===== src/sv/bdpl_pkg.sv =====
package bdpl_pkg;

   // time and register widths
   localparam int TIME_BITS      = 32;
   localparam int DEBOUNCE_BITS  = 16;
   localparam int CSR_INDEX_BITS = 2;
   localparam int CSR_DATA_BITS  = 16;

   // configuration register indexes
   localparam logic [CSR_INDEX_BITS-1:0] CSR_ACTIVE_LOW    = 2'd0;
   localparam logic [CSR_INDEX_BITS-1:0] CSR_DEBOUNCE_TIME = 2'd1;

   // reset values of the configuration registers
   localparam logic                     ACTIVE_LOW_RESET    = 1'b1;
   localparam logic [DEBOUNCE_BITS-1:0] DEBOUNCE_TIME_RESET = 16'd20;

   // one captured sample
   typedef struct packed {
      logic                 level;
      logic [TIME_BITS-1:0] now;
   } sample_type;

   // one result item
   typedef struct packed {
      logic                 press_event;
      logic [TIME_BITS-1:0] event_time;
      logic                 event_level;
      logic                 stable_pressed;
      logic [TIME_BITS-1:0] last_latency;
      logic [TIME_BITS-1:0] max_latency;
   } result_type;

   // level that counts as pressed under the given polarity
   function automatic logic is_pressed(input logic level, input logic active_low);
      is_pressed = active_low ? ~level : level;
   endfunction

endpackage


===== src/sv/button_debounce_press_latency_top.sv =====
// Button debouncer with press latency measurement.
// req_ channel: one raw pin sample (req_sample_level) with its millisecond
// timestamp (req_now_time) per transfer; a transfer happens when req_valid is
// high and req_stall is low.
// rsp_ channel: exactly one result per sample, in order: press event flag,
// event time and level, debounced pressed status, latest and peak latency.
// csr_ channel: index 0 sets active_low, index 1 sets debounce_time;
// csr_ready is always high, writes are meant only while the block is idle.
// Pipeline: each sample passes the input register, then the result
// register, which loads it once the result register is free or being taken.
// Throughput: one sample per cycle while rsp_stall is low, set by the
// state update between those two registers.
// Reset clears all debouncer state and the valid flags; active_low returns
// to 1 and debounce_time to 20. The first sample after reset only primes.
// When the receiver holds rsp_stall, the result stays put, the input
// register still takes one more sample if it is empty, and then req_stall
// is raised.
module button_debounce_press_latency_top (
   input  logic                                 clock,
   input  logic                                 reset,
   input  logic                                 req_valid,
   output logic                                 req_stall,
   input  logic                                 req_sample_level,
   input  logic [31:0]                          req_now_time,
   output logic                                 rsp_valid,
   input  logic                                 rsp_stall,
   output logic                                 rsp_press_event,
   output logic [31:0]                          rsp_event_time,
   output logic                                 rsp_event_level,
   output logic                                 rsp_stable_pressed,
   output logic [31:0]                          rsp_last_latency,
   output logic [31:0]                          rsp_max_latency,
   input  logic                                 csr_valid,
   output logic                                 csr_ready,
   input  logic [bdpl_pkg::CSR_INDEX_BITS-1:0]  csr_index,
   input  logic [bdpl_pkg::CSR_DATA_BITS-1:0]   csr_data
);

   bdpl_pkg::sample_type req_sample, sample;
   bdpl_pkg::result_type result;
   logic                 sample_valid;
   logic                 advance;

   assign req_sample.level = req_sample_level;
   assign req_sample.now   = req_now_time;
   assign csr_ready        = 1'b1;

   // input register
   bdpl_in_stage u_in_stage (
      .clock        (clock),
      .reset        (reset),
      .req_valid    (req_valid),
      .req_stall    (req_stall),
      .req_sample   (req_sample),
      .advance      (advance),
      .sample_valid (sample_valid),
      .sample       (sample)
   );

   // debounce step and result register
   bdpl_core u_core (
      .clock        (clock),
      .reset        (reset),
      .csr_valid    (csr_valid),
      .csr_index    (csr_index),
      .csr_data     (csr_data),
      .sample_valid (sample_valid),
      .sample       (sample),
      .rsp_stall    (rsp_stall),
      .advance      (advance),
      .rsp_valid    (rsp_valid),
      .result       (result)
   );

   // unpack the result
   assign rsp_press_event    = result.press_event;
   assign rsp_event_time     = result.event_time;
   assign rsp_event_level    = result.event_level;
   assign rsp_stable_pressed = result.stable_pressed;
   assign rsp_last_latency   = result.last_latency;
   assign rsp_max_latency    = result.max_latency;

endmodule


===== src/sv/bdpl_in_stage.sv =====
module bdpl_in_stage (
   input  logic                   clock,
   input  logic                   reset,
   input  logic                   req_valid,
   output logic                   req_stall,
   input  bdpl_pkg::sample_type   req_sample,
   input  logic                   advance,
   output logic                   sample_valid,
   output bdpl_pkg::sample_type   sample
);

   logic                 valid_ff, valid_in;
   bdpl_pkg::sample_type sample_ff;
   logic                 load;

   // the stage takes a new transfer when empty or when its item moves on
   assign load      = ~valid_ff | advance;
   assign req_stall = ~load;
   assign valid_in  = load ? req_valid : valid_ff;

   always_ff @(posedge clock) begin
      if (reset) begin
         valid_ff <= 1'b0;
      end else begin
         valid_ff <= valid_in;
      end
   end

   // payload captured on every accepted transfer
   always_ff @(posedge clock) begin
      if (load && req_valid) begin
         sample_ff <= req_sample;
      end
   end

   assign sample_valid = valid_ff;
   assign sample       = sample_ff;

endmodule


===== src/sv/bdpl_core.sv =====
module bdpl_core (
   input  logic                                  clock,
   input  logic                                  reset,
   input  logic                                  csr_valid,
   input  logic [bdpl_pkg::CSR_INDEX_BITS-1:0]   csr_index,
   input  logic [bdpl_pkg::CSR_DATA_BITS-1:0]    csr_data,
   input  logic                                  sample_valid,
   input  bdpl_pkg::sample_type                  sample,
   input  logic                                  rsp_stall,
   output logic                                  advance,
   output logic                                  rsp_valid,
   output bdpl_pkg::result_type                  result
);

   localparam int TB = bdpl_pkg::TIME_BITS;
   localparam int DB = bdpl_pkg::DEBOUNCE_BITS;

   // configuration
   logic          active_low_ff;
   logic [DB-1:0] debounce_ff;

   // debouncer state
   logic          primed_ff, primed_in;
   logic          stable_ff, stable_in;
   logic          prev_ff, prev_in;
   logic          armed_ff, armed_in;
   logic          pflag_ff, pflag_in;
   logic [TB-1:0] raw_ff, raw_in;
   logic [TB-1:0] change_ff, change_in;
   logic [TB-1:0] lat_ff, lat_in;
   logic [TB-1:0] peak_ff, peak_in;

   // result register
   logic                 rsp_valid_ff, rsp_valid_in;
   bdpl_pkg::result_type result_ff, result_in;

   logic          step;
   logic [TB-1:0] held;
   logic          accept_level;

   // register writes
   always_ff @(posedge clock) begin
      if (reset) begin
         active_low_ff <= bdpl_pkg::ACTIVE_LOW_RESET;
         debounce_ff   <= bdpl_pkg::DEBOUNCE_TIME_RESET;
      end else if (csr_valid) begin
         case (csr_index)
            bdpl_pkg::CSR_ACTIVE_LOW:    active_low_ff <= csr_data[0];
            bdpl_pkg::CSR_DEBOUNCE_TIME: debounce_ff   <= csr_data[DB-1:0];
            default: ;
         endcase
      end
   end

   // pipeline moves when the result register is free or being taken
   assign advance = ~rsp_valid_ff | ~rsp_stall;
   assign step    = advance & sample_valid;

   // a raw level change restarts the hold time, so it has held for zero
   assign held         = (sample.level != prev_ff) ? '0 : sample.now - change_ff;
   assign accept_level = (sample.level != stable_ff) && (held >= TB'(debounce_ff));

   // one debounce step for the sample in the input register
   always_comb begin
      primed_in = primed_ff;
      stable_in = stable_ff;
      prev_in   = prev_ff;
      armed_in  = armed_ff;
      pflag_in  = pflag_ff;
      raw_in    = raw_ff;
      change_in = change_ff;
      lat_in    = lat_ff;
      peak_in   = peak_ff;
      result_in = '0;
      if (!primed_ff) begin
         primed_in = 1'b1;
         stable_in = sample.level;
         prev_in   = sample.level;
         change_in = sample.now;
         pflag_in  = bdpl_pkg::is_pressed(sample.level, active_low_ff);
         armed_in  = ~pflag_in;
      end else begin
         // raw level change restarts the hold time
         if (sample.level != prev_ff) begin
            prev_in   = sample.level;
            change_in = sample.now;
            if (bdpl_pkg::is_pressed(sample.level, active_low_ff)) begin
               raw_in = sample.now;
            end
         end
         // held long enough: stable level follows
         if (accept_level) begin
            stable_in = sample.level;
            pflag_in  = bdpl_pkg::is_pressed(sample.level, active_low_ff);
            if (pflag_in && armed_ff &&
                !bdpl_pkg::is_pressed(stable_ff, active_low_ff)) begin
               armed_in = 1'b0;
               lat_in   = (raw_in != '0) ? sample.now - raw_in : '0;
               if (lat_in > peak_ff) begin
                  peak_in = lat_in;
               end
               result_in.press_event = 1'b1;
               result_in.event_time  = (raw_in != '0) ? raw_in : sample.now;
               result_in.event_level = sample.level;
            end else if (!pflag_in) begin
               armed_in = 1'b1;
            end
         end
      end
      result_in.stable_pressed = pflag_in;
      result_in.last_latency   = lat_in;
      result_in.max_latency    = peak_in;
   end

   assign rsp_valid_in = advance ? sample_valid : rsp_valid_ff;

   // control state
   always_ff @(posedge clock) begin
      if (reset) begin
         rsp_valid_ff <= 1'b0;
         primed_ff    <= 1'b0;
         stable_ff    <= 1'b0;
         prev_ff      <= 1'b0;
         armed_ff     <= 1'b0;
         pflag_ff     <= 1'b0;
         raw_ff       <= '0;
         change_ff    <= '0;
         lat_ff       <= '0;
         peak_ff      <= '0;
      end else begin
         rsp_valid_ff <= rsp_valid_in;
         if (step) begin
            primed_ff <= primed_in;
            stable_ff <= stable_in;
            prev_ff   <= prev_in;
            armed_ff  <= armed_in;
            pflag_ff  <= pflag_in;
            raw_ff    <= raw_in;
            change_ff <= change_in;
            lat_ff    <= lat_in;
            peak_ff   <= peak_in;
         end
      end
   end

   // result payload
   always_ff @(posedge clock) begin
      if (step) begin
         result_ff <= result_in;
      end
   end

   assign rsp_valid = rsp_valid_ff;
   assign result    = result_ff;

endmodule


===== config.mk =====
export PLATFORM = sky130hd
export DESIGN_NAME = button_debounce_press_latency_top
export DESIGN_NICKNAME = d
export VERILOG_FILES = /design/src/sv/bdpl_pkg.sv /design/src/sv/button_debounce_press_latency_top.sv /design/src/sv/bdpl_in_stage.sv /design/src/sv/bdpl_core.sv
export SDC_FILE = /design/constraint.sdc
export NUM_CORES = 1
export LEC_CHECK = 0
export ABC_CLOCK_PERIOD_IN_PS = 11950
export BUFFER_PORTS_ARGS = -buffer_cell sky130_fd_sc_hd__buf_2
export CAP_MARGIN = 25
export CORE_MARGIN = 8
export CORE_UTILIZATION = 34
export CTS_CLUSTER_DIAMETER = 60
export DETAILED_ROUTE_END_ITERATION = 10
export PLACE_DENSITY = 0.58
export SYNTH_ARGS = -nofsm -noshare
export SYNTH_HDL_FRONTEND = slang
export SYNTH_SLANG_ARGS = --single-unit

===== constraint.sdc =====
create_clock -name clock -period 11.95 [get_ports clock]
set_clock_uncertainty 0.15 [all_clocks]
set_input_delay 0 -clock clock [delete_from_list [all_inputs] [get_ports clock]]
set_output_delay 0 -clock clock [all_outputs]
set_load 0.005 [all_outputs]

# After elaboration in Yosys (flattened, before gate mapping)
# Cells that the tools add are included.
[totals]
out_inout_bits = 102
ff_bits = 284
word_cells = 84
input_bits = 56
[classes]
n_addsub = 2
muxes = 28
n_eq_ne = 6
n_lt_le_gt_ge = 2
reduce_logical = 15
bitwise = 10
[op_table]
columns = ["op", "count"]
rows = [
  ["32-bit 2-to-1 mux", 15],
  ["32-bit subtractor", 2],
  ["34-bit 2-to-1 mux", 1],
  ["32-bit by 16-bit >= comparator with 1-bit output", 1],
  ["32-bit > comparator", 1],
  ["32-bit nonzero test", 1],
  ["1-bit 2-to-1 mux", 12],
  ["2-bit AND reduction", 6],
  ["1-bit inverter", 7],
  ["3-bit AND reduction", 2],
  ["1-bit logical AND", 4],
  ["2-bit inequality test (second input constant)", 2],
  ["3-bit inequality test (second input constant)", 1],
  ["2-bit by 1-bit == test with 1-bit output (second input constant)", 1],
  ["2-bit logical NOT", 1],
  ["1-bit inequality test", 2],
  ["1-bit OR", 2],
  ["1-bit bitwise AND", 1],
  ["1-bit logical NOT", 1],
]

# Longest topological paths before layout
[logic_depth]
word_depth = 12
depth_mapped = 33
ltp_nobuf = 29

# Cells and area by module
# Synthesis repeated with hierarchy kept, for this count alone.
[hier_totals]
cells_unflattened = 1743
area_unflattened_um2 = 16255.6
[by_module_without_submodules]
columns = ["module", "n_inst", "cells_per_inst", "area_per_inst_um2", "seq_area_each_um2"]
rows = [
  ["bdpl_core", 1, 1704, 15203.3, 5995.8],
  ["bdpl_in_stage", 1, 37, 1041.0, 1011.0],
  ["button_debounce_press_latency_top", 1, 2, 11.3, 0.0],
]

# Worst setup path after synthesis
# No wires, ideal clock.
[synth_path]
kind = "flip-flop to flip-flop"
from = "register u_core.active_low_ff"
to = "register u_core.peak_ff[10]"
required_ps = 11672
arrival_ps = 6158
path_buffers = 5
stages_incl_launch_ff = 30
setup_ps = 128
setup_slack_ps = 5515
period_less_slack_ps = 6435
cell_sequence = "dfxtp_1 clkbuf_1 nand2_1 o22ai_1 buf_2 buf_2 mux2i_1 fa_1 or4b_1 o31a_1 o2111ai_1 a211o_1 and2_1 o31a_1 o31ai_1 o221ai_1 xnor2_1 and2_1 ha_1 nand4_1 nor2_1 nand2_1 nor3_1 o221a_2 o2111ai_1 nor2_1 buf_2 buf_2 mux2i_1 nor2_1"
[synth_via]
elab_chain_cells = 11
word_cells_on_any_way = 16
cone_classes = "add/sub: 1; order compare: 1; mux: 10; reduce/logical: 4"
[synth_rtl]
columns = ["item", "line", "source"]
rows = [
  ["from (decl)", "bdpl_core.sv:19", "logic active_low_ff;"],
  ["from (signal assigned)", "bdpl_core.sv:44", "active_low_ff <= bdpl_pkg::ACTIVE_LOW_RESET;"],
  ["from (signal assigned)", "bdpl_core.sv:48", "bdpl_pkg::CSR_ACTIVE_LOW: active_low_ff <= csr_data[0];"],
  ["1-bit 2-to-1 mux", "bdpl_pkg.sv:35", "is_pressed = active_low ? ~level : level;"],
  ["32-bit 2-to-1 mux", "bdpl_core.sv:87", "if (bdpl_pkg::is_pressed(sample.level, active_low_ff)) begin"],
  ["32-bit 2-to-1 mux", "bdpl_core.sv:84", "if (sample.level != prev_ff) begin"],
  ["32-bit 2-to-1 mux", "bdpl_core.sv:75", "if (!primed_ff) begin"],
  ["32-bit subtractor / 32-bit nonzero test (equally long branches)", "bdpl_core.sv:98", "lat_in = (raw_in != '0) ? sample.now - raw_in : '0;"],
  ["32-bit 2-to-1 mux", "bdpl_core.sv:98", ""],
  ["32-bit > comparator", "bdpl_core.sv:99", "if (lat_in > peak_ff) begin"],
  ["32-bit 2-to-1 mux", "bdpl_core.sv:99", ""],
  ["32-bit 2-to-1 mux (*)", "bdpl_core.sv:95", "if (pflag_in && armed_ff &&"],
  ["32-bit 2-to-1 mux (*)", "bdpl_core.sv:92", "if (accept_level) begin"],
  ["32-bit 2-to-1 mux (*)", "bdpl_core.sv:75", ""],
  ["to (signal assigned)", "bdpl_core.sv:141", "peak_ff <= peak_in;"],
  ["to (decl)", "bdpl_core.sv:31", "logic [TB-1:0] peak_ff, peak_in;"],
]
# Mark *: on every way between the ends. The rest lies on a longest branch, timed or not. The select of a mux whose other input is x is not followed.
# A chain may end at the register's enable or synchronous reset.

# Final worst setup path
[layout_path]
from = "register u_in_stage.sample_ff (netlist bit u_in_stage.sample[32])"
to = "register u_core.peak_ff[14]"
[layout_via]
elab_chain_cells = 12
word_cells_on_any_way = 20
cone_classes = "add/sub: 1; order compare: 2; eq/ne: 2; mux: 10; bitwise: 1; reduce/logical: 4"
[layout_rtl]
columns = ["item", "line", "source"]
rows = [
  ["from (decl)", "bdpl_in_stage.sv:13", "bdpl_pkg::sample_type sample_ff;"],
  ["from (signal assigned)", "bdpl_in_stage.sv:32", "sample_ff <= req_sample;"],
  ["1-bit inverter", "bdpl_pkg.sv:35", ""],
  ["1-bit 2-to-1 mux", "bdpl_pkg.sv:35", ""],
  ["32-bit 2-to-1 mux", "bdpl_core.sv:87", ""],
  ["32-bit 2-to-1 mux", "bdpl_core.sv:84", ""],
  ["32-bit 2-to-1 mux", "bdpl_core.sv:75", ""],
  ["32-bit subtractor / 32-bit nonzero test (equally long branches)", "bdpl_core.sv:98", ""],
  ["32-bit 2-to-1 mux", "bdpl_core.sv:98", ""],
  ["32-bit > comparator", "bdpl_core.sv:99", ""],
  ["32-bit 2-to-1 mux", "bdpl_core.sv:99", ""],
  ["32-bit 2-to-1 mux", "bdpl_core.sv:95", ""],
  ["32-bit 2-to-1 mux (*)", "bdpl_core.sv:92", ""],
  ["32-bit 2-to-1 mux (*)", "bdpl_core.sv:75", ""],
]
# Marked as above.

==> impl_metrics.env <==
export IMPL_ys_warn_count=0
export IMPL_fin_cells=2667
export IMPL_async_reset_ff_share_pct=0
export IMPL_power_density_nw_per_um2=140.0
export IMPL_hold_viol=0
export IMPL_worstPathRequired_ns=12.28
export IMPL_finalSetupViolCount=0
export IMPL_synth_edff_count=132
export IMPL_rsz0062_at_grt="no"
export IMPL_max_stage_delay_ns=0.63
export IMPL_place_congestion=0.8952
export IMPL_cpMaxStageDelayCell="edfxtp_1"
export IMPL_multi_input_area_um2=8601
export IMPL_cts_max_level=2
export IMPL_grt_usage_pct=16.88
export IMPL_worst_path_buf_inv=4
export IMPL_cts_clk_slew_worst_paths_ns=0.06
export IMPL_drc=0
export IMPL_die_area_um2=55350
export IMPL_path_class="flop to flop"
export IMPL_yosysUniqueCellTypes=89
export IMPL_yosys_top_cells_area="edfxtp_1 (24%), dfxtp_1 (19%), ha_1 (8.0%)"
export IMPL_place_ws_ns=3.979
export IMPL_crit_path_end_kind="flop"
export IMPL_num_fill_cells=4724
export IMPL_netlist_area_um2=16350
export IMPL_path_max_fanout=20
export IMPL_vias=13674
export IMPL_worst_setup_path_start_kind="flop"
export IMPL_drive_gt1_share_pct=13.84
export IMPL_nets=2185
export IMPL_die_y_um=235.3
export IMPL_fin_crit_ns=8.075
export IMPL_hpwl_um=35340
export IMPL_root_buffer="clkbuf_16"
export IMPL_ir_drop_mv=0.09041
export IMPL_ys_seq_area_share_pct=42.87
export IMPL_synthToLayoutAreaGrowth_pct=21.52
export IMPL_numCtsBuffers=39
export IMPL_fin_util_pct=41.69
export IMPL_post_dp_cell_area_um2=17680
export IMPL_slew_headroom_pct=28.35
export IMPL_viasPerCell=5.127
export IMPL_worst_slack_ns=3.875
export IMPL_die_x_um=235.3
export IMPL_status="finished clean"
export IMPL_crit_arrival_ns=8.40
export IMPL_yosys_area_top_type="edfxtp_1"
export IMPL_cts_num_sinks=284
export IMPL_grt_pass1_vias=13521
export IMPL_cts_tree="yes"
export IMPL_synth_nets=1970
export IMPL_tightestPinTransition_ns=1.075
export IMPL_fin_area_um2=19860
export IMPL_grt_start_max_net_pins=89
export IMPL_clock_path_buffers=3
export IMPL_hp_class="input port to flop"
export IMPL_wl_per_cell_um=18.00
export IMPL_antenna_found_initial=0
export IMPL_start_util_pct=34.31
export IMPL_clock_fmax_ghz=0.1238
export IMPL_syn_area_per_cell_um2=9.046
export IMPL_holdBufCountCts=90
export IMPL_antenna_left=0
export IMPL_synth_seq_cells=284
export IMPL_drtIter0Drc=802
export IMPL_critPathTopFamily="compound AO/OA/AOI/OAI gates"
export IMPL_dp_cells=2505
export IMPL_syn_inst=1807
export IMPL_grt_pass1_wl_um=75880
export IMPL_finalSetupTns_ns=0
export IMPL_diodes=0
export IMPL_final_max_slew_viol_count=0
export IMPL_postCtsResizedCells=0
export IMPL_drt_pass1_iter_count=5
export IMPL_synth_ff_type="dfxtp_1"
export IMPL_drt_total_wl_um=48000
export IMPL_synth_top_area_share_pct=24.25
export IMPL_period_share_pct=67.57
export IMPL_rows=80
export IMPL_total_power_mw=2.781
export IMPL_grt_ovfl_total=0
export IMPL_core_area_um2=47650
export IMPL_whs_ns=0.01637
export IMPL_postCtsSetupBuffers=0
export IMPL_io_pins=158
export IMPL_seq_area_um2=7007
export IMPL_portBuffers=156
export IMPL_max_cap_viol_count=0
export IMPL_p_leak_nw=7.453
export IMPL_clk_insertion_delay_late_ns=0.55
[final timing paths]
check / start / endpoint / slack [ns] / cells past startpoint
hold / removal: csr_valid / u_core.debounce_ff[6]$_SDFFE_PP0P_ / 0.02 / 4
hold reg to reg: u_core.change_ff[18]$_SDFFE_PP0P_ / u_core.change_ff[18]$_SDFFE_PP0P_ / 0.30 / 2
setup / recovery: u_in_stage.sample[32]$_DFFE_PP_ / u_core.peak_ff[14]$_SDFFE_PP0P_ / 3.88 / 29
setup reg to reg: u_in_stage.sample[32]$_DFFE_PP_ / u_core.peak_ff[14]$_SDFFE_PP0P_ / 3.88 / 29
[cell usage in the layout (no fill, tap or decap), drive strengths merged, types with 40 or more instances in the layout]
master       count
buf            170
clkbuf          46
mux2i           81
nand2          272
dfxtp          152
a21oi          176
dlygate4sd3     90
ha             105
nor2           152
o21ai           88
a21o            40
edfxtp         132
inv            117
[registers in the layout, summed over array words and instances (netlist names), 16 cells and up]
register	flops
u_core.result	99
u_in_stage.sample	33
u_core.change_ff	32
u_core.lat_ff	32
u_core.peak_ff	32
u_core.raw_ff	32
u_core.debounce_ff	16
[layer usage]
metal  global-route usage (%)  part of all wire (%)  wire [µm]
met4                    3.636                   1.8        865
met2                    27.81                    46      22190
met3                    3.137                   4.2       2029
met1                    22.87                    48      22910
met5                        0                     0          0
[cell usage after synthesis, types with 13 or more instances]
cell type and instances:
a211oi_1 37, a21o_1 40, a21oi_1 175, and3_1 14
buf_2 13, clkbuf_1 58, dfxtp_1 152, edfxtp_1 132
ha_1 105, inv_1 109, mux2_4 14, mux2i_1 81
nand2_1 271, nand2b_1 18, nand3_1 38, nand4_1 20
nor2_1 152, nor3_1 27, o21a_1 14, o21ai_0 84
xnor2_1 23, xor2_1 26
[area by class of cell]
class | instances | area share [%]
well taps | 615 | 3.874
clock inverters | 25 | 1.014
inverters | 110 | 2.104
multi-input cells | 1327 | 43.30
clock buffers | 46 | 5.361
flip-flops and latches | 284 | 35.28
repair buffers | 260 | 9.071
[cells by family after synthesis]
family	Yosys count	share of synthesized area, %
flip-flops	284	42.87
other	1	0.02294
buffers and inverters	196	4.876
XOR/XNOR	49	2.626
AND/OR/NAND/NOR	603	16.53
AO/OA/AOI/OAI	459	17.67
multiplexers	107	7.073
adder cells (fa/ha/maj)	108	8.344
[worst min-delay path, stage by stage]
cell	delay (ns)
buf_2	0.11
and3b_1	0.35
nand2_1	0.16
a21oi_1	0.06
[where the power goes]
part           switching (mW)  internal (mW)
logic                   0.355          0.223
clock network           0.456          0.670
registers              0.0271           1.05
(Power assumes the default switching activity.)
